### src/hw/rtl/ecgrpm_pkg.sv
`timescale 1ns / 1ps
`default_nettype none

package ecgrpm_pkg;

  localparam int unsigned ValW      = 16;
  localparam int unsigned TimeW     = 32;
  localparam int unsigned IdxW      = 32;
  localparam int unsigned CntW      = 16;
  localparam int unsigned ThrW      = 15;
  localparam int unsigned GapW      = 8;
  localparam int unsigned CfgIdxW   = 3;
  localparam int unsigned CfgDataW  = 16;

  typedef enum logic [CfgIdxW-1:0] {
    CfgAmpThreshold = 3'd0,
    CfgMinPeakGap   = 3'd1,
    CfgMinIndexGap  = 3'd2,
    CfgLongInterval = 3'd3,
    CfgFlatLimit    = 3'd4,
    CfgFlatMinPeaks = 3'd5
  } cfg_idx_e;

  typedef struct packed {
    logic [ThrW-1:0]  amplitude_threshold;
    logic [CntW-1:0]  min_peak_gap_ms;
    logic [GapW-1:0]  min_index_gap;
    logic [CntW-1:0]  long_interval_ms;
    logic [CntW-1:0]  flatline_limit;
    logic [GapW-1:0]  flatline_min_peaks;
  } cfg_t;

  localparam cfg_t CfgReset = '{
    amplitude_threshold: 15'd1024,
    min_peak_gap_ms:     16'd50,
    min_index_gap:       8'd2,
    long_interval_ms:    16'd1100,
    flatline_limit:      16'd4000,
    flatline_min_peaks:  8'd4
  };

  typedef struct packed {
    logic signed [ValW-1:0] sample_value;
    logic [TimeW-1:0]       sample_time_ms;
    logic                   end_of_record;
  } sample_t;

  typedef struct packed {
    logic                   peak_opened;
    logic                   peak_updated;
    logic [CntW-1:0]        peak_total;
    logic [TimeW-1:0]       peak_time_ms;
    logic signed [ValW-1:0] peak_value;
    logic [CntW-1:0]        long_gap_total;
    logic                   flatline_alarm;
  } result_t;

endpackage

`default_nettype wire

### src/hw/rtl/ecgrpm_if.sv
`timescale 1ns / 1ps
`default_nettype none

interface ecgrpm_sample_if;
  logic                                  valid;
  logic                                  ready;
  logic signed [ecgrpm_pkg::ValW-1:0]    sample_value;
  logic [ecgrpm_pkg::TimeW-1:0]          sample_time_ms;
  logic                                  end_of_record;

  modport source (output valid, sample_value, sample_time_ms, end_of_record, input ready);
  modport sink   (input valid, sample_value, sample_time_ms, end_of_record, output ready);
endinterface

interface ecgrpm_result_if;
  logic                                  valid;
  logic                                  ready;
  logic                                  peak_opened;
  logic                                  peak_updated;
  logic [ecgrpm_pkg::CntW-1:0]           peak_total;
  logic [ecgrpm_pkg::TimeW-1:0]          peak_time_ms;
  logic signed [ecgrpm_pkg::ValW-1:0]    peak_value;
  logic [ecgrpm_pkg::CntW-1:0]           long_gap_total;
  logic                                  flatline_alarm;

  modport source (output valid, peak_opened, peak_updated, peak_total, peak_time_ms,
                  peak_value, long_gap_total, flatline_alarm, input ready);
  modport sink   (input valid, peak_opened, peak_updated, peak_total, peak_time_ms,
                  peak_value, long_gap_total, flatline_alarm, output ready);
endinterface

interface ecgrpm_cfg_if;
  logic                                  valid;
  logic                                  ready;
  logic [ecgrpm_pkg::CfgIdxW-1:0]        index;
  logic [ecgrpm_pkg::CfgDataW-1:0]       data;

  modport source (output valid, index, data, input ready);
  modport sink   (input valid, index, data, output ready);
endinterface

`default_nettype wire

### src/hw/rtl/ecg_r_peak_rhythm_monitor.sv
`timescale 1ns / 1ps
`default_nettype none

// ECG R-peak rhythm monitor. Takes one timestamped sample word per cycle on sample_i and
// returns exactly one result word per sample on result_o, in order. A sample is captured in
// an input register and evaluated against the rhythm state by combinational compare and
// counter logic. The result lands in an output register, which offers it on result_o.
// Throughput is one sample per cycle while result_o is not stalled, since each sample
// depends on the state left by the one before. While a finished result waits to be taken,
// the input register takes one more sample; sample_i.ready then stays low until
// result_o.ready returns. Registers on cfg_i are always ready and should only be written
// while no sample is in flight.
module ecg_r_peak_rhythm_monitor (
  input  wire logic         clk_i,
  input  wire logic         rst_ni,
  ecgrpm_cfg_if.sink        cfg_i,
  ecgrpm_sample_if.sink     sample_i,
  ecgrpm_result_if.source   result_o
);

  ecgrpm_pkg::cfg_t    cfg;
  ecgrpm_pkg::sample_t in_q;
  ecgrpm_pkg::result_t res, res_q;
  logic                in_vld_q, out_vld_q;
  logic                fire, in_take;

  assign fire    = in_vld_q && (!out_vld_q || result_o.ready);
  assign in_take = sample_i.valid && sample_i.ready;
  assign sample_i.ready = !in_vld_q || fire;

  ecgrpm_cfg_regs u_cfg (
    .clk_i  (clk_i),
    .rst_ni (rst_ni),
    .cfg_i  (cfg_i),
    .cfg_o  (cfg)
  );

  ecgrpm_core u_core (
    .clk_i    (clk_i),
    .rst_ni   (rst_ni),
    .cfg_i    (cfg),
    .sample_i (in_q),
    .fire_i   (fire),
    .result_o (res)
  );

  // input register
  always_ff @(posedge clk_i or negedge rst_ni) begin
    if (!rst_ni) begin
      in_vld_q <= 1'b0;
    end else if (sample_i.ready) begin
      in_vld_q <= sample_i.valid;
    end
  end

  always_ff @(posedge clk_i) begin
    if (in_take) begin
      in_q.sample_value   <= sample_i.sample_value;
      in_q.sample_time_ms <= sample_i.sample_time_ms;
      in_q.end_of_record  <= sample_i.end_of_record;
    end
  end

  // result register
  always_ff @(posedge clk_i or negedge rst_ni) begin
    if (!rst_ni) begin
      out_vld_q <= 1'b0;
    end else if (!out_vld_q || result_o.ready) begin
      out_vld_q <= in_vld_q;
    end
  end

  always_ff @(posedge clk_i) begin
    if (fire) begin
      res_q <= res;
    end
  end

  assign result_o.valid          = out_vld_q;
  assign result_o.peak_opened    = res_q.peak_opened;
  assign result_o.peak_updated   = res_q.peak_updated;
  assign result_o.peak_total     = res_q.peak_total;
  assign result_o.peak_time_ms   = res_q.peak_time_ms;
  assign result_o.peak_value     = res_q.peak_value;
  assign result_o.long_gap_total = res_q.long_gap_total;
  assign result_o.flatline_alarm = res_q.flatline_alarm;

endmodule

`default_nettype wire

### src/hw/rtl/ecgrpm_cfg_regs.sv
`timescale 1ns / 1ps
`default_nettype none

module ecgrpm_cfg_regs (
  input  wire logic              clk_i,
  input  wire logic              rst_ni,
  ecgrpm_cfg_if.sink             cfg_i,
  output ecgrpm_pkg::cfg_t       cfg_o
);

  ecgrpm_pkg::cfg_t cfg_q, cfg_d;
  ecgrpm_pkg::cfg_idx_e idx;

  assign cfg_i.ready = 1'b1;
  assign idx = ecgrpm_pkg::cfg_idx_e'(cfg_i.index);

  always_comb begin
    cfg_d = cfg_q;
    if (cfg_i.valid) begin
      unique case (idx)
        ecgrpm_pkg::CfgAmpThreshold:
          cfg_d.amplitude_threshold = cfg_i.data[ecgrpm_pkg::ThrW-1:0];
        ecgrpm_pkg::CfgMinPeakGap:   cfg_d.min_peak_gap_ms  = cfg_i.data;
        ecgrpm_pkg::CfgMinIndexGap:
          cfg_d.min_index_gap = cfg_i.data[ecgrpm_pkg::GapW-1:0];
        ecgrpm_pkg::CfgLongInterval: cfg_d.long_interval_ms = cfg_i.data;
        ecgrpm_pkg::CfgFlatLimit:    cfg_d.flatline_limit   = cfg_i.data;
        ecgrpm_pkg::CfgFlatMinPeaks:
          cfg_d.flatline_min_peaks = cfg_i.data[ecgrpm_pkg::GapW-1:0];
        default: cfg_d = cfg_q;
      endcase
    end
  end

  always_ff @(posedge clk_i or negedge rst_ni) begin
    if (!rst_ni) begin
      cfg_q <= ecgrpm_pkg::CfgReset;
    end else begin
      cfg_q <= cfg_d;
    end
  end

  assign cfg_o = cfg_q;

endmodule

`default_nettype wire

### src/hw/rtl/ecgrpm_core.sv
`timescale 1ns / 1ps
`default_nettype none

module ecgrpm_core (
  input  wire logic                clk_i,
  input  wire logic                rst_ni,
  input  wire ecgrpm_pkg::cfg_t    cfg_i,
  input  wire ecgrpm_pkg::sample_t sample_i,
  input  wire logic                fire_i,
  output ecgrpm_pkg::result_t      result_o
);

  localparam int unsigned TW = ecgrpm_pkg::TimeW;
  localparam int unsigned CW = ecgrpm_pkg::CntW;

  // rhythm state
  logic                               primed_q;
  logic signed [ecgrpm_pkg::ValW-1:0] prev_q;
  logic [ecgrpm_pkg::IdxW-1:0]        counter_q, counter_d;
  logic [CW-1:0]                      pc_q, pc_d;
  logic [TW-1:0]                      cur_time_q, cur_time_d;
  logic [ecgrpm_pkg::IdxW-1:0]        cur_idx_q, cur_idx_d;
  logic signed [ecgrpm_pkg::ValW-1:0] cur_amp_q, cur_amp_d;
  logic [TW-1:0]                      prior_q, prior_d, prior_mid;
  logic [CW-1:0]                      lg_q, lg_d, lg_mid;
  logic [CW-1:0]                      zc_q, zc_d, zc_inc;

  logic signed [ecgrpm_pkg::ValW-1:0] v;
  logic [TW-1:0]                      t;
  logic                               eor;
  logic [ecgrpm_pkg::IdxW-1:0]        k;
  logic                               rise, tgap, igap, open_new;
  logic                               ivl_open, ivl_eor, zero_hit, alarm;

  function automatic logic long_ivl(input logic [CW-1:0] pc, input logic [TW-1:0] cur,
                                    input logic [TW-1:0] prior, input logic [CW-1:0] lim);
    logic [TW-1:0] diff;
    diff = cur - prior;
    return (pc >= CW'(2)) && (cur >= prior) && (diff > TW'(lim));
  endfunction

  assign v   = sample_i.sample_value;
  assign t   = sample_i.sample_time_ms;
  assign eor = sample_i.end_of_record;
  assign k   = counter_q + 1'b1;

  assign rise = primed_q && (v > prev_q) &&
                ($signed({v[ecgrpm_pkg::ValW-1], v}) >
                 $signed({2'b00, cfg_i.amplitude_threshold}));
  assign tgap = (t >= cur_time_q) && ((t - cur_time_q) > TW'(cfg_i.min_peak_gap_ms));
  assign igap = (k - cur_idx_q) > ecgrpm_pkg::IdxW'(cfg_i.min_index_gap);
  assign open_new = rise && ((pc_q == '0) || (tgap && igap));

  // interval closed by a new peak
  assign ivl_open  = long_ivl(pc_q, cur_time_q, prior_q, cfg_i.long_interval_ms);
  assign lg_mid    = (open_new && ivl_open && (lg_q != '1)) ? lg_q + 1'b1 : lg_q;
  assign prior_mid = (open_new && (pc_q != '0)) ? cur_time_q : prior_q;
  assign pc_d      = (open_new && (pc_q != '1)) ? pc_q + 1'b1 : pc_q;

  assign cur_time_d = rise ? t : cur_time_q;
  assign cur_amp_d  = rise ? v : cur_amp_q;
  assign cur_idx_d  = rise ? k : cur_idx_q;
  assign counter_d  = primed_q ? k : '0;

  // interval closed by end of record
  assign ivl_eor = long_ivl(pc_d, cur_time_d, prior_mid, cfg_i.long_interval_ms);
  assign lg_d    = (eor && ivl_eor && (lg_mid != '1)) ? lg_mid + 1'b1 : lg_mid;
  assign prior_d = eor ? cur_time_d : prior_mid;

  // flatline
  assign zero_hit = (pc_d > CW'(cfg_i.flatline_min_peaks)) && (v == '0);
  assign zc_inc   = (zc_q != '1) ? zc_q + 1'b1 : zc_q;
  assign alarm    = zero_hit && (zc_inc > cfg_i.flatline_limit);
  assign zc_d     = alarm ? '0 : (zero_hit ? zc_inc : zc_q);

  always_ff @(posedge clk_i or negedge rst_ni) begin
    if (!rst_ni) begin
      primed_q   <= 1'b0;
      prev_q     <= '0;
      counter_q  <= '0;
      pc_q       <= '0;
      cur_time_q <= '0;
      cur_idx_q  <= '0;
      cur_amp_q  <= '0;
      prior_q    <= '0;
      lg_q       <= '0;
      zc_q       <= '0;
    end else if (fire_i) begin
      primed_q   <= 1'b1;
      prev_q     <= v;
      counter_q  <= counter_d;
      pc_q       <= pc_d;
      cur_time_q <= cur_time_d;
      cur_idx_q  <= cur_idx_d;
      cur_amp_q  <= cur_amp_d;
      prior_q    <= prior_d;
      lg_q       <= lg_d;
      zc_q       <= zc_d;
    end
  end

  always_comb begin
    result_o.peak_opened    = open_new;
    result_o.peak_updated   = rise;
    result_o.peak_total     = pc_d;
    result_o.peak_time_ms   = cur_time_d;
    result_o.peak_value     = cur_amp_d;
    result_o.long_gap_total = lg_d;
    result_o.flatline_alarm = alarm;
  end

endmodule

`default_nettype wire

### src/flat_wrapper.sv
// flat-port wrapper written by rule: the top's interface ports become plain ports
module ecg_r_peak_rhythm_monitor_flat 
  (clk_i, rst_ni, cfg_i_valid, cfg_i_index, cfg_i_data, cfg_i_ready, sample_i_valid, sample_i_sample_value, sample_i_sample_time_ms, sample_i_end_of_record, sample_i_ready, result_o_valid, result_o_peak_opened, result_o_peak_updated, result_o_peak_total, result_o_peak_time_ms, result_o_peak_value, result_o_long_gap_total, result_o_flatline_alarm, result_o_ready);
  ecgrpm_cfg_if cfg_i_i ();
  ecgrpm_sample_if sample_i_i ();
  ecgrpm_result_if result_o_i ();
  input  wire logic clk_i;
  input  wire logic rst_ni;
  input wire logic [$bits(cfg_i_i.valid)-1:0] cfg_i_valid;
  input wire logic [$bits(cfg_i_i.index)-1:0] cfg_i_index;
  input wire logic [$bits(cfg_i_i.data)-1:0] cfg_i_data;
  output wire logic [$bits(cfg_i_i.ready)-1:0] cfg_i_ready;
  input wire logic [$bits(sample_i_i.valid)-1:0] sample_i_valid;
  input wire logic [$bits(sample_i_i.sample_value)-1:0] sample_i_sample_value;
  input wire logic [$bits(sample_i_i.sample_time_ms)-1:0] sample_i_sample_time_ms;
  input wire logic [$bits(sample_i_i.end_of_record)-1:0] sample_i_end_of_record;
  output wire logic [$bits(sample_i_i.ready)-1:0] sample_i_ready;
  output wire logic [$bits(result_o_i.valid)-1:0] result_o_valid;
  output wire logic [$bits(result_o_i.peak_opened)-1:0] result_o_peak_opened;
  output wire logic [$bits(result_o_i.peak_updated)-1:0] result_o_peak_updated;
  output wire logic [$bits(result_o_i.peak_total)-1:0] result_o_peak_total;
  output wire logic [$bits(result_o_i.peak_time_ms)-1:0] result_o_peak_time_ms;
  output wire logic [$bits(result_o_i.peak_value)-1:0] result_o_peak_value;
  output wire logic [$bits(result_o_i.long_gap_total)-1:0] result_o_long_gap_total;
  output wire logic [$bits(result_o_i.flatline_alarm)-1:0] result_o_flatline_alarm;
  input wire logic [$bits(result_o_i.ready)-1:0] result_o_ready;
  assign cfg_i_i.valid = cfg_i_valid;
  assign cfg_i_i.index = cfg_i_index;
  assign cfg_i_i.data = cfg_i_data;
  assign cfg_i_ready = cfg_i_i.ready;
  assign sample_i_i.valid = sample_i_valid;
  assign sample_i_i.sample_value = sample_i_sample_value;
  assign sample_i_i.sample_time_ms = sample_i_sample_time_ms;
  assign sample_i_i.end_of_record = sample_i_end_of_record;
  assign sample_i_ready = sample_i_i.ready;
  assign result_o_valid = result_o_i.valid;
  assign result_o_peak_opened = result_o_i.peak_opened;
  assign result_o_peak_updated = result_o_i.peak_updated;
  assign result_o_peak_total = result_o_i.peak_total;
  assign result_o_peak_time_ms = result_o_i.peak_time_ms;
  assign result_o_peak_value = result_o_i.peak_value;
  assign result_o_long_gap_total = result_o_i.long_gap_total;
  assign result_o_flatline_alarm = result_o_i.flatline_alarm;
  assign result_o_i.ready = result_o_ready;
  ecg_r_peak_rhythm_monitor u_core (.clk_i(clk_i), .rst_ni(rst_ni), .cfg_i(cfg_i_i), .sample_i(sample_i_i), .result_o(result_o_i));
endmodule
### config.mk
export PLATFORM = sky130hd
export DESIGN_NAME = ecg_r_peak_rhythm_monitor_flat
export DESIGN_NICKNAME = d
export VERILOG_FILES = /design/src/hw/rtl/ecgrpm_pkg.sv /design/src/hw/rtl/ecgrpm_if.sv /design/src/hw/rtl/ecg_r_peak_rhythm_monitor.sv /design/src/hw/rtl/ecgrpm_cfg_regs.sv /design/src/hw/rtl/ecgrpm_core.sv /design/src/flat_wrapper.sv
export SDC_FILE = /design/constraint.sdc
export NUM_CORES = 1
export LEC_CHECK = 0
export BUFFER_PORTS_ARGS = -buffer_cell sky130_fd_sc_hd__buf_2
export CAP_MARGIN = 0
export CORE_ASPECT_RATIO = 1.75
export CORE_MARGIN = 2
export CORE_UTILIZATION = 25
export DETAILED_ROUTE_END_ITERATION = 8
export PLACE_DENSITY = 0.46
export SLEW_MARGIN = 20
export SYNTH_ARGS = -nofsm -noshare
export SYNTH_HDL_FRONTEND = slang
export SYNTH_HIERARCHICAL = 1
export SYNTH_SLANG_ARGS = --single-unit
### constraint.sdc
create_clock -name clk_i -period 9.5 [get_ports clk_i]
set_input_delay 1.425 -clock clk_i [delete_from_list [all_inputs] [get_ports clk_i]]
set_output_delay 1.425 -clock clk_i [all_outputs]
set_load 0.1 [all_outputs]
# After elaboration in Yosys (flattened, before gate mapping)
# Index checks and enable logic that the tools add are counted.
[totals] word_cells=107 register_bits=422 out_inout_bits=86 in_bits=73
[op_classes] n_lt_le_gt_ge=13 addsub=9 mux=11 reduce_logical=37 eq_ne=9
[op_table] op="$mux 32" n=4
[op_table] op="$sub 32x32->32" n=4
[op_table] op="$mux 16" n=7
[op_table] op="$ge 32x32->1" n=3
[op_table] op="$gt 32x16->1" n=3
[op_table] op="$add 16x1->16 const B" n=4
[op_table] op="$ne 16x16->1 const B" n=4
[op_table] op="$gt 16x16->1" n=3
[op_table] op="$add 32x1->32 const B" n=1
[op_table] op="$ge 16x2->1 const B" n=2
[op_table] op="$gt 32x8->1" n=1
[op_table] op="$logic_not 16->1" n=2
[op_table] op="$logic_and 1x1->1" n=19
[op_table] op="$gt 16x8->1" n=1
[op_table] op="$reduce_and 2->1" n=8
[op_table] op="$reduce_bool 16->1" n=1
[op_table] op="$eq 3x2->1 const B" n=2
[op_table] op="$eq 3x3->1 const B" n=2
[op_table] op="$eq 3x1->1 const B" n=1
[op_table] op="$logic_not 3->1" n=1
[op_table] op="$logic_or 1x1->1" n=3
[op_table] op="$logic_not 1->1" n=2
[op_table] op="$reduce_bool 2->1" n=1

# Logic depth before layout (Yosys ltp)
# Gate-level depths: netlist of the first run.
[logic_depth] ltp_word=14 ltp_mapped=52

# Cells and area by module
# Netlist of the first run, hierarchy kept.
[by_module_without_submodules] mod="ecgrpm_core" instances=1 cells_each=2922 area_per_inst_um2=22406.5
[by_module_without_submodules] mod="ecg_r_peak_rhythm_monitor" instances=1 cells_each=140 area_per_inst_um2=4067.7
[by_module_without_submodules] mod="ecgrpm_cfg_regs" instances=1 cells_each=174 area_per_inst_um2=3141.8

# Worst setup path after synthesis of the first run
# OpenSTA, ideal clock, no wires.
[synth_path] path_kind="reg-to-reg" start="register u_core/u_core/counter_q[0] (netlist name)" end="register u_core.res_q, in the netlist u_core/result_o.long_gap_total[5] (data pin)" arrival_time_ns=9.375 path_slack_ns=-0.134 stages_incl_launch_ff=52 path_buffers=4 setup_ns=0.259 path_cell_list="dfrtp_1 -> ha_1 -> nand2_1 -> nor2_1 -> nand2_1 -> nor4_1 -> nand2_1 -> nor2_1 -> nand3_1 -> xor2_1 -> inv_1 -> ha_1 -> clkbuf_1 -> o21ai_0 -> a21oi_1 -> nor3b_1 -> a2111oi_0 -> o2111ai_1 -> [16 not listed] -> o21ai_0 -> a21oi_1 -> xnor2_1 -> ha_1 -> a21o_1 -> a21o_1 -> a21oi_1 -> o21ai_0 -> o31ai_1 -> o2111ai_1 -> nor4_1 -> nand4_1 -> o311a_1 -> o211ai_2 -> buf_6 -> nor3_1 -> and3b_1 -> a211o_1"
[synth_lines] element="start, declared" line="ecgrpm_core.sv:19" text="logic [ecgrpm_pkg::IdxW-1:0] counter_q, counter_d;"
[synth_lines] element="start signal, assigned" line="ecgrpm_core.sv:91" text="counter_q <= counter_d;"
[synth_lines] element="end signal, assigned" line="ecg_r_peak_rhythm_monitor.sv:75" text="res_q <= res;"
[synth_lines] element="end, declared" line="ecg_r_peak_rhythm_monitor.sv:23" text="ecgrpm_pkg::result_t res, res_q;"

==> results of run 1 <==
## sequential cells by signal, summed over array words and instances, names as in the netlist
| register | cells |
|---|---|
| u_core/u_core/primed_q | 1 |
| u_core/u_core/prior_q | 32 |
| u_core/result_o.peak_updated | 1 |
| u_core/result_o.flatline_alarm | 1 |
| u_core/u_core/cur_idx_q | 32 |
| u_core/in_q | 49 |
| u_core/u_core/prev_q | 16 |
| u_core/u_core/lg_q | 16 |
| u_core/u_core/pc_q | 16 |
| u_core/u_core/zc_q | 16 |
| u_core/result_o.valid | 1 |
| u_core/u_core/counter_q | 32 |
| u_core/u_cfg/cfg_o | 79 |
| u_core/result_o.peak_total | 16 |
| u_core/result_o.peak_value | 16 |
| u_core/u_core/cur_amp_q | 16 |
| u_core/result_o.peak_time_ms | 32 |
| u_core/u_core/cur_time_q | 32 |
| u_core/result_o.long_gap_total | 16 |
| u_core/in_vld_q | 1 |
| u_core/result_o.peak_opened | 1 |
## Yosys cell counts, types with 21 or more instances
cell type,instances,area share
nand2_1,329,0.042
dfrtp_1,274,0.23
inv_1,268,0.034
a21oi_1,246,0.042
ha_1,245,0.10
o21ai_0,237,0.040
nor2_1,201,0.025
mux2_2,133,0.051
edfxtp_1,132,0.13
clkbuf_1,112,0.014
xnor2_1,101,0.030
nand3_1,79,0.013
xor2_1,65,0.019
nand4_1,62,0.013
a21o_1,55,0.014
nor3_1,51,0.0086
o21a_1,38,0.0096
and3_1,32,0.0068
nand2b_1,30,0.0063
nor4_1,29,0.0061
o211ai_1,29,0.0074
o2bb2ai_1,29,0.0086
a211oi_1,23,0.0058
nor2b_1,22,0.0046
or3_1,21,0.0044
## per-stage QoR
| stage | util | hold slack [ns] | TNS (ns) | total power [mW] |
|---|---|---|---|---|
| global route | 0.3174 | 0.4906 | -2.842 | 14.46 |
| CTS | 0.3134 | 0.4826 | 0 | 13.40 |
| finish | 0.3174 | 0.4745 | 0 | 13.48 |
| floorplan | - | 0.4448 | 0 | 7.778 |
| global placement | 0.2955 | 0.4635 | -20.05 | 11.07 |
| detailed placement | 0.2956 | 0.4640 | -21.13 | 11.09 |
## timing repair
item | 4_1_cts | 5_1_grt
endpoints found under the hold margin | 0 | 0
gates resized for setup | 66 | 75
pin swaps | 29 | 51
hold buffers | 0 | 0
setup buffers | 13 | 15
gates cloned | 0 | 1
setup endpoints to repair | 32 | 32
## how the worst max path moves through the flow
stage | startpoint | end | slack [ns] | cells past startpoint
after global placement | u_core/u_core/counter_q[0] | u_core/u_core/lg_q[9] | -0.83 | 52
after floorplan | u_core/u_core/counter_q[0] | u_core/result_o.long_gap_total[5] | 0.04 | 51
after detailed placement | u_core/u_core/counter_q[0] | u_core/u_core/lg_q[9] | -0.87 | 52
final | u_core/in_q[1] | u_core/u_core/lg_q[9] | 0.15 | 46
after CTS | u_core/u_core/counter_q[2] | u_core/u_core/lg_q[9] | 0.01 | 52
after global routing | u_core/in_q[1] | u_core/result_o.long_gap_total[13] | -0.21 | 48
## layer usage
metal / track usage / part of all wire
met5: 0 / 0.00017
met4: 0.09082 / 0.054
met2: 0.3599 / 0.57
met3: 0.01837 / 0.028
met1: 0.1702 / 0.35
## area by class of cell
type	instances	area, sq um	area share
timing repair buffer	606	4264	0.1140
multi-input combinational	2391	17240	0.4608
tap	1521	1903	0.05088
antenna	2	5.005	0.0001338
sequential	422	11240	0.3005
inverter	269	1010	0.02700
clock buffer	60	1339	0.03579
clock inverter	30	405.4	0.01084
## power by group through the flow
stage                     Combinational, mW  Sequential [mW]  Clock [mW]
after CTS                              8.60             2.59        2.21
after detailed placement               8.47             2.62           0
final                                  8.77             2.59        2.12
after floorplan                        4.72             3.05           0
after global routing                   9.55             2.65        2.26
after global placement                 8.46             2.61           0
## logic make-up after synthesis
logic type               Yosys count  synth area share
AND/OR/NAND/NOR                  950            0.1575
AO/OA/AOI/OAI                    852            0.1824
buffers and inverters            423           0.05712
flip-flops                       422            0.3796
adder cells (fa/ha/maj)          249            0.1062
multiplexers                     172           0.06713
XOR/XNOR                         167           0.04989
other                              1         0.0001266
## cells in the final DEF, fill, tap and decap left out, types with 62 or more instances in the layout
| cell type | instances |
|---|---|
| a21oi_1 | 231 |
| o21ai_0 | 217 |
| nand4_1 | 62 |
| edfxtp_1 | 132 |
| nand3_1 | 79 |
| nor2_1 | 193 |
| xnor2_1 | 101 |
| mux2_2 | 132 |
| nand2_1 | 325 |
| buf_4 | 435 |
| ha_1 | 239 |
| inv_1 | 266 |
| dfrtp_1 | 274 |
| buf_2 | 156 |
==> metrics.cfg, run 1 <==
[status]
outcome = finished clean

[global_route]
grt_pass1_vias = 27170
grt_antenna_before_repair = 6
grt_max_degree = 86
grt_overflow = 0
grt_pass1_wl_mm = 162.6
grt_usage = 0.1762

[drt]
drt-initial-drc-count = 1365
route.antenna.remaining_nets = 0
wl_per_cell_um = 20.50
viasPerCell = 4.921
drt_wl_total_mm = 108.7
firstDrtPassIters = 7
route.vias.total = 26090
drc_errors = 0

[pwr]
clkPwrFrac = 0.158
p_per_area_nw_per_um2 = 360.4
p_int_mw = 7.212
p_sw_mw = 6.269
leakagePower_nw = 16.77
pwr-share-seq = 0.192
combPwrFrac = 0.650
ir_drop_v = 0.0002285
switching_share = 0.4650

[placed_design]
io_buffers = 157
dpl_cell_area_sq_um = 34840
gp_congestion = 0.9630
dp_hpwl_mm = 86.28
dp.cells = 5180
place_ws_ns = -0.8722

[yosys]
ys_ff_latch = 422
synth_edf_count = 132
syn_area_per_cell_sq_um = 9.152
synth.yosys.warnings = 6
yosysSeqAreaShare = 0.3796
syn-cell-area_sq_um = 29620
syn_nets = 3558
syn_inst = 3236
synth_ff_type = dfrtp_1
synthDistinctLibCells = 111
ys_async_sr_fraction = 0.6872

[min_path]
min_from = u_core/u_core/cur_amp_q[15]
holdPathStages = 1
hold_path.class = reg -> reg
whs_endpoint = u_core/u_core/cur_amp_q[15]

[cts]
cts.sinks = 422
cts_tree = done
cts_root_buf = clkbuf_16
numCtsBuffers = 48
cts_buffer_depth = 3
path_clk_slew_ns = 0.06
clock_latency_ns = 0.66
htreeDepth = 2

[die]
rows = 167
die_width_um = 264.2
io_pins = 159
start_util = 0.2513
die-area_sq_um = 121300
core-area_sq_um = 117800
die_y_um = 459.3

[worst_setup_path]
reg2reg_depth = 46
start_kind = flop
cp.arrival_ns = 9.88
crit_path_end_kind = flop
slowest_stage = or4_4
worstPathMaxFanout = 8
rr_startpoint = u_core/in_q[1]
criticalPathCategory = reg -> reg
cp_num_buf_inv = 4
cp.required_ns = 10.04
r2r_slack_ns = 0.15
worstReg2RegEnd = u_core/u_core/lg_q[9]
cpLargestDelayFamily = compound AO/OA/AOI/OAI gates
cp_slowest_stage_delay_ns = 0.55

[timing]
tightest_slew_ns = 1.048
fmax_ghz = 0.1070
setup_viol = 0
rsz0062_at_grt = yes
hold_violations = 0
finalCritPeriodShare = 0.9839
fin_skew_ns = 0.03597
worst_slack_ns = 0.1531
slew_headroom = 0.2943
slew_violations = 0
fin_crit_ns = 9.347

[layout]
nets = 4060
design_area_sq_um = 37400
fill_cells = 12480
syn_to_final_growth_pct = 26.29
drive_gt1_frac = 0.2626
final_cells = 5301

[run]
maxCapViolCount = 0

(Power assumes the default switching activity.)
==> inputs of run 2 (changes only) <==
--- a/config.mk
+++ b/config.mk
@@ -9,9 +9,9 @@
 export CAP_MARGIN = 0
 export CORE_ASPECT_RATIO = 1.75
 export CORE_MARGIN = 2
-export CORE_UTILIZATION = 25
+export CORE_UTILIZATION = 24
 export DETAILED_ROUTE_END_ITERATION = 8
-export PLACE_DENSITY = 0.46
+export PLACE_DENSITY = 0.45
 export SLEW_MARGIN = 20
 export SYNTH_ARGS = -nofsm -noshare
 export SYNTH_HDL_FRONTEND = slang
==> metrics.cfg, run 2 (synthesized netlist as in run 1, its figures left out) <==
[worst_setup_path]
worstPathMaxFanout = 13
cp.required_ns = 9.89
cp_slowest_stage_delay_ns = 0.49
start_kind = flop
criticalPathCategory = reg -> reg
crit_path_end_kind = flop
slowest_stage = or4_4
rr_startpoint = u_core/in_q[1]
reg2reg_depth = 49
worstReg2RegEnd = u_core/result_o.long_gap_total[5]
cp_common_cell = a21oi_2
r2r_slack_ns = 0.03
setup.worst_path.start = u_core/in_q[1]
cp.arrival_ns = 9.87

[placed_design]
dpl_cell_area_sq_um = 34930
dp_hpwl_mm = 88.29
io_buffers = 157
gp_congestion = 0.9734

[timing]
slew_violations = 0
fin_crit_ns = 9.475
rsz0062_at_grt = yes
tightest_slew_ns = 1.146
fin_skew_ns = 0.05035
slew_headroom = 0.2298
setup_viol = 0
fmax_ghz = 0.1055
finalCritPeriodShare = 0.9974
hold_violations = 0

[global_route]
grt_antenna_before_repair = 7
grt_max_degree = 143
grt_usage = 0.1722
grt_pass1_vias = 27230
grt_pass1_wl_mm = 165.4
grt_overflow = 0

[die]
core-area_sq_um = 122500
die-area_sq_um = 126300
io_pins = 159
rows = 170
die_y_um = 468.7
die_width_um = 269.5
start_util = 0.2417

[min_path]
whs_endpoint = u_core/u_core/cur_amp_q[15]
min_from = u_core/u_core/cur_amp_q[15]
hold_path.class = reg -> reg
holdPathStages = 1

[layout]
syn_to_final_growth_pct = 26.48
fill_cells = 12970
nets = 4046
largest_reg_flops = 79
drive_gt1_frac = 0.2680
design_area_sq_um = 37460
most-common-layout-cells = buf_4 (423), nand2_1 (320), dfrtp_1 (274), inv_1 (264), ha_1 (234)
final_common_cell = buf_4

[cts]
cts_root_buf = clkbuf_16
clock_latency_ns = 0.66
path_clk_slew_ns = 0.06
cts_hold_buf = 0
cts_buffer_depth = 3
numCtsBuffers = 49
cts_tree = done
htreeDepth = 2
cts.sinks = 422

[drt]
viasPerCell = 4.819
drt_wl_total_mm = 111.6
wl_per_cell_um = 20.65
drt-initial-drc-count = 1252
drc_errors = 0
route.vias.total = 26040
route.antenna.remaining_nets = 0
firstDrtPassIters = 5

[pwr]
power_mw = 13.54
ir_drop_v = 0.0001753
p_per_area_nw_per_um2 = 361.5
leakagePower_nw = 16.64

[status]
outcome = finished clean

[run]
maxCapViolCount = 0

[run 2: final cells by class]
type	count	area (sq um)	share of cell area
antenna	5	12.51	0.0003340
sequential	422	11240	0.3001
tap	1634	2044	0.05458
clock buffer	60	1330	0.03551
inverter	269	1010	0.02696
clock inverter	32	305.3	0.008150
timing repair buffer	591	4125	0.1101
multi-input combinational	2391	17390	0.4643
[run 2: repair_timing]
item / 4_1_cts / 5_1_grt
gates cloned: 0 / 0
pin swaps: 70 / 73
endpoints found under the setup margin: 32 / 32
buffers inserted: 17 / 6
gates resized for setup: 113 / 60
[run 2: worst max-delay path by stage]
stage                                        end  slack [ns]
6_report       u_core/result_o.long_gap_total[5]        0.03
5_1_grt        u_core/result_o.long_gap_total[5]       -0.40
4_1_cts        u_core/result_o.long_gap_total[5]       0.003
3_5_place_dp   u_core/result_o.long_gap_total[5]       -1.14
3_3_place_gp   u_core/result_o.long_gap_total[5]       -0.90
2_1_floorplan  u_core/result_o.long_gap_total[5]        0.04
[run 2: worst max-delay path: cells and delay by family (launching register included)]
family,cells,cell delay [ns]
simple gates,14,2.50
buf+inv,6,0.75
compound gates,22,3.90
flops,1,0.39
xor+xnor,2,0.32
fa+ha+maj,5,1.36
[run 2: power by group]
part / switching [mW] / internal [mW]
sequential: 0.252 / 2.34
combinational: 5.29 / 3.68
clock: 0.889 / 1.09
[run 2: routing by layer]
layer,wire length [um],up-vias,GRT usage
met1,38360,12610,0.1608
met2,62850,562,0.3534
li1,-,12620,-
met4,7164,4,0.1030
met3,3171,252,0.01846
met5,27,-,0
[run 2: per-stage QoR]
stage | instances | hold slack, ns | util | TNS [ns] | setup slack (ns)
after floorplan | 3236 | 0.4448 | - | 0 | 0.03602
after global placement | 5285 | 0.4622 | 0.2851 | -23.07 | -0.9036
after detailed placement | 5285 | 0.4657 | 0.2851 | -30.70 | -1.145
after CTS | 5393 | 0.4801 | 0.3030 | 0 | 0.002944
after global routing | 5400 | 0.4989 | 0.3057 | -8.902 | -0.3955
final | 5404 | 0.4768 | 0.3057 | 0 | 0.02514
==> inputs of run 3 (changes only) <==
==> constraint.sdc (replaced) <==
create_clock -name clk_i -period 9.5 [get_ports clk_i]
set_input_delay 2.375 -clock clk_i [delete_from_list [all_inputs] [get_ports clk_i]]
set_output_delay 2.375 -clock clk_i [all_outputs]
set_load 0.1 [all_outputs]
==> metrics.cfg, run 3 (synthesized netlist as in run 1, its figures left out) <==
[cts]
cts_tree = done
cts_hold_buf = 0
cts_buffer_depth = 3
numCtsBuffers = 46
path_clk_slew_ns = 0.07
clock_latency_ns = 0.63
cts_root_buf = clkbuf_16
cts.sinks = 422
htreeDepth = 2

[global_route]
grt_usage = 0.1725
use_met1 = 0.1630
grt_max_degree = 143
met2_usage = 0.3512
use_met3 = 0.01795
grt_overflow = 0
grt_pass1_wl_mm = 165.8
grt_antenna_before_repair = 8
busiest_layer = met2
grt_pass1_vias = 27180

[worst_setup_path]
rr_startpoint = u_core/in_q[1]
cp_slowest_stage_delay_ns = 0.52
start_kind = flop
reg2reg_depth = 51
worstReg2RegEnd = u_core/result_o.long_gap_total[5]
worstPathMaxFanout = 8
crit_path_end_kind = flop
cp.required_ns = 9.87
cp_common_cell = buf_4
cp.arrival_ns = 9.84
criticalPathCategory = reg -> reg
r2r_slack_ns = 0.03
slowest_stage = or4_4

[timing]
fin_crit_ns = 9.470
setup_viol = 0
slew_violations = 0
fin_skew_ns = 0.03037
finalCritPeriodShare = 0.9969
hold_violations = 0
slew_headroom = 0.2133
tightest_slew_ns = 1.171
rsz0062_at_grt = yes
fmax_ghz = 0.1056
setup-tns-final_ns = 0
whs_ns = 0.4806

[drt]
wl_per_cell_um = 20.71
route.vias.total = 26150
firstDrtPassIters = 5
route.antenna.remaining_nets = 0
viasPerCell = 4.847
drt_wl_total_mm = 111.7
drt-initial-drc-count = 1376
drc_errors = 0

[status]
outcome = finished clean

[placed_design]
dp_hpwl_mm = 88.26
gp_congestion = 0.9739
io_buffers = 157
dp.cells = 5285

[layout]
largest_reg_flops = 79
final_common_cell = buf_4
syn_to_final_growth_pct = 26.23
most-common-layout-cells = buf_4 (422), nand2_1 (321), dfrtp_1 (274), inv_1 (263), ha_1 (236)
nets = 4043
final_cells = 5396
drive_gt1_frac = 0.2656

[pwr]
power_mw = 13.55
p_per_area_nw_per_um2 = 362.5
leakagePower_nw = 16.63
ir_drop_v = 0.0001497

[die]
core-area_sq_um = 122500
start_util = 0.2417
io_pins = 159
die-area_sq_um = 126300
rows = 170
die_y_um = 468.7
die_width_um = 269.5

[min_path]
whs_endpoint = u_core/u_core/cur_idx_q[20]
min_from = u_core/u_core/cur_idx_q[20]
holdPathStages = 2
hold_path.class = reg -> reg

[run]
maxCapViolCount = 0

## run 3: cell count changes in the layout (fill, tap and decap cells not counted), sizes merged
cell,previous run,this run
bufinv,3,4
inv,274,273
clkinv,21,10
clkinvlp,3,1
clkbuf,60,66
diode,5,4
## run 3: worst max path at each step
stage	startpoint	to	slack, ns
2_1_floorplan	u_core/u_core/counter_q[0]	u_core/result_o.long_gap_total[5]	0.04
3_3_place_gp	u_core/in_q[8]	u_core/result_o.long_gap_total[5]	-0.92
3_5_place_dp	u_core/in_q[5]	u_core/result_o.long_gap_total[5]	-1.17
4_1_cts	u_core/u_core/counter_q[1]	u_core/result_o.long_gap_total[5]	0.005
5_1_grt	u_core/in_q[1]	u_core/result_o.long_gap_total[5]	-0.39
6_report	u_core/in_q[1]	u_core/result_o.long_gap_total[5]	0.03
## run 3: repair_timing
item                                    in CTS  in global routing
pin swaps                                   57                 65
endpoints found under the hold margin        0                  0
gates resized for setup                    103                 63
buffers inserted                            12                 11
endpoints found under the setup margin      32                 32
## run 3: report_power, final
part           internal, mW  total [mW]  switching [mW]
combinational          3.68        8.99            5.31
sequential             2.34        2.59           0.255
clock                  1.12        1.97           0.843
## run 3: cell type report
| class | instances | area [sq um] |
|---|---|---|
| Multi-Input combinational cell | 2391 | 17360 |
| Inverter | 269 | 1010 |
| Tap cell | 1634 | 2044 |
| Sequential cell | 422 | 11240 |
| Clock inverter | 19 | 211.5 |
| Clock buffer | 66 | 1381 |
| Antenna cell | 4 | 10.01 |
| Fill cell | 13040 | 85130 |
| Timing Repair Buffer | 591 | 4129 |
## run 3: metrics by stage
step / setup WS [ns] / utilization / area (sq um)
2_1_floorplan: 0.03602 / - / 29620
3_3_place_gp: -0.9193 / 0.2851 / 34930
3_5_place_dp: -1.170 / 0.2851 / 34930
4_1_cts: 0.005436 / 0.3021 / 37020
5_1_grt: -0.3908 / 0.3051 / 37380
6_report: 0.02974 / 0.3051 / 37380
## run 3: layer usage
| metal | wire length, um | share of wire | up-vias |
|---|---|---|---|
| met4 | 7510 | 0.067 | 6 |
| li1 | - | - | 12600 |
| met2 | 62710 | 0.56 | 524 |
| met1 | 38450 | 0.34 | 12750 |
| met5 | 36 | 0.00032 | - |
| met3 | 3033 | 0.027 | 272 |
## run 3: critical path: cells and delay by family, from the launching register on
| family | cells | cell delay (ns) |
|---|---|---|
| AO/OA/AOI/OAI | 23 | 3.72 |
| AND/OR/NAND/NOR | 12 | 2.32 |
| adder cells (fa/ha/maj) | 6 | 1.43 |
| buffers and inverters | 8 | 1.04 |
| flip-flops | 1 | 0.40 |
| XOR/XNOR | 2 | 0.26 |
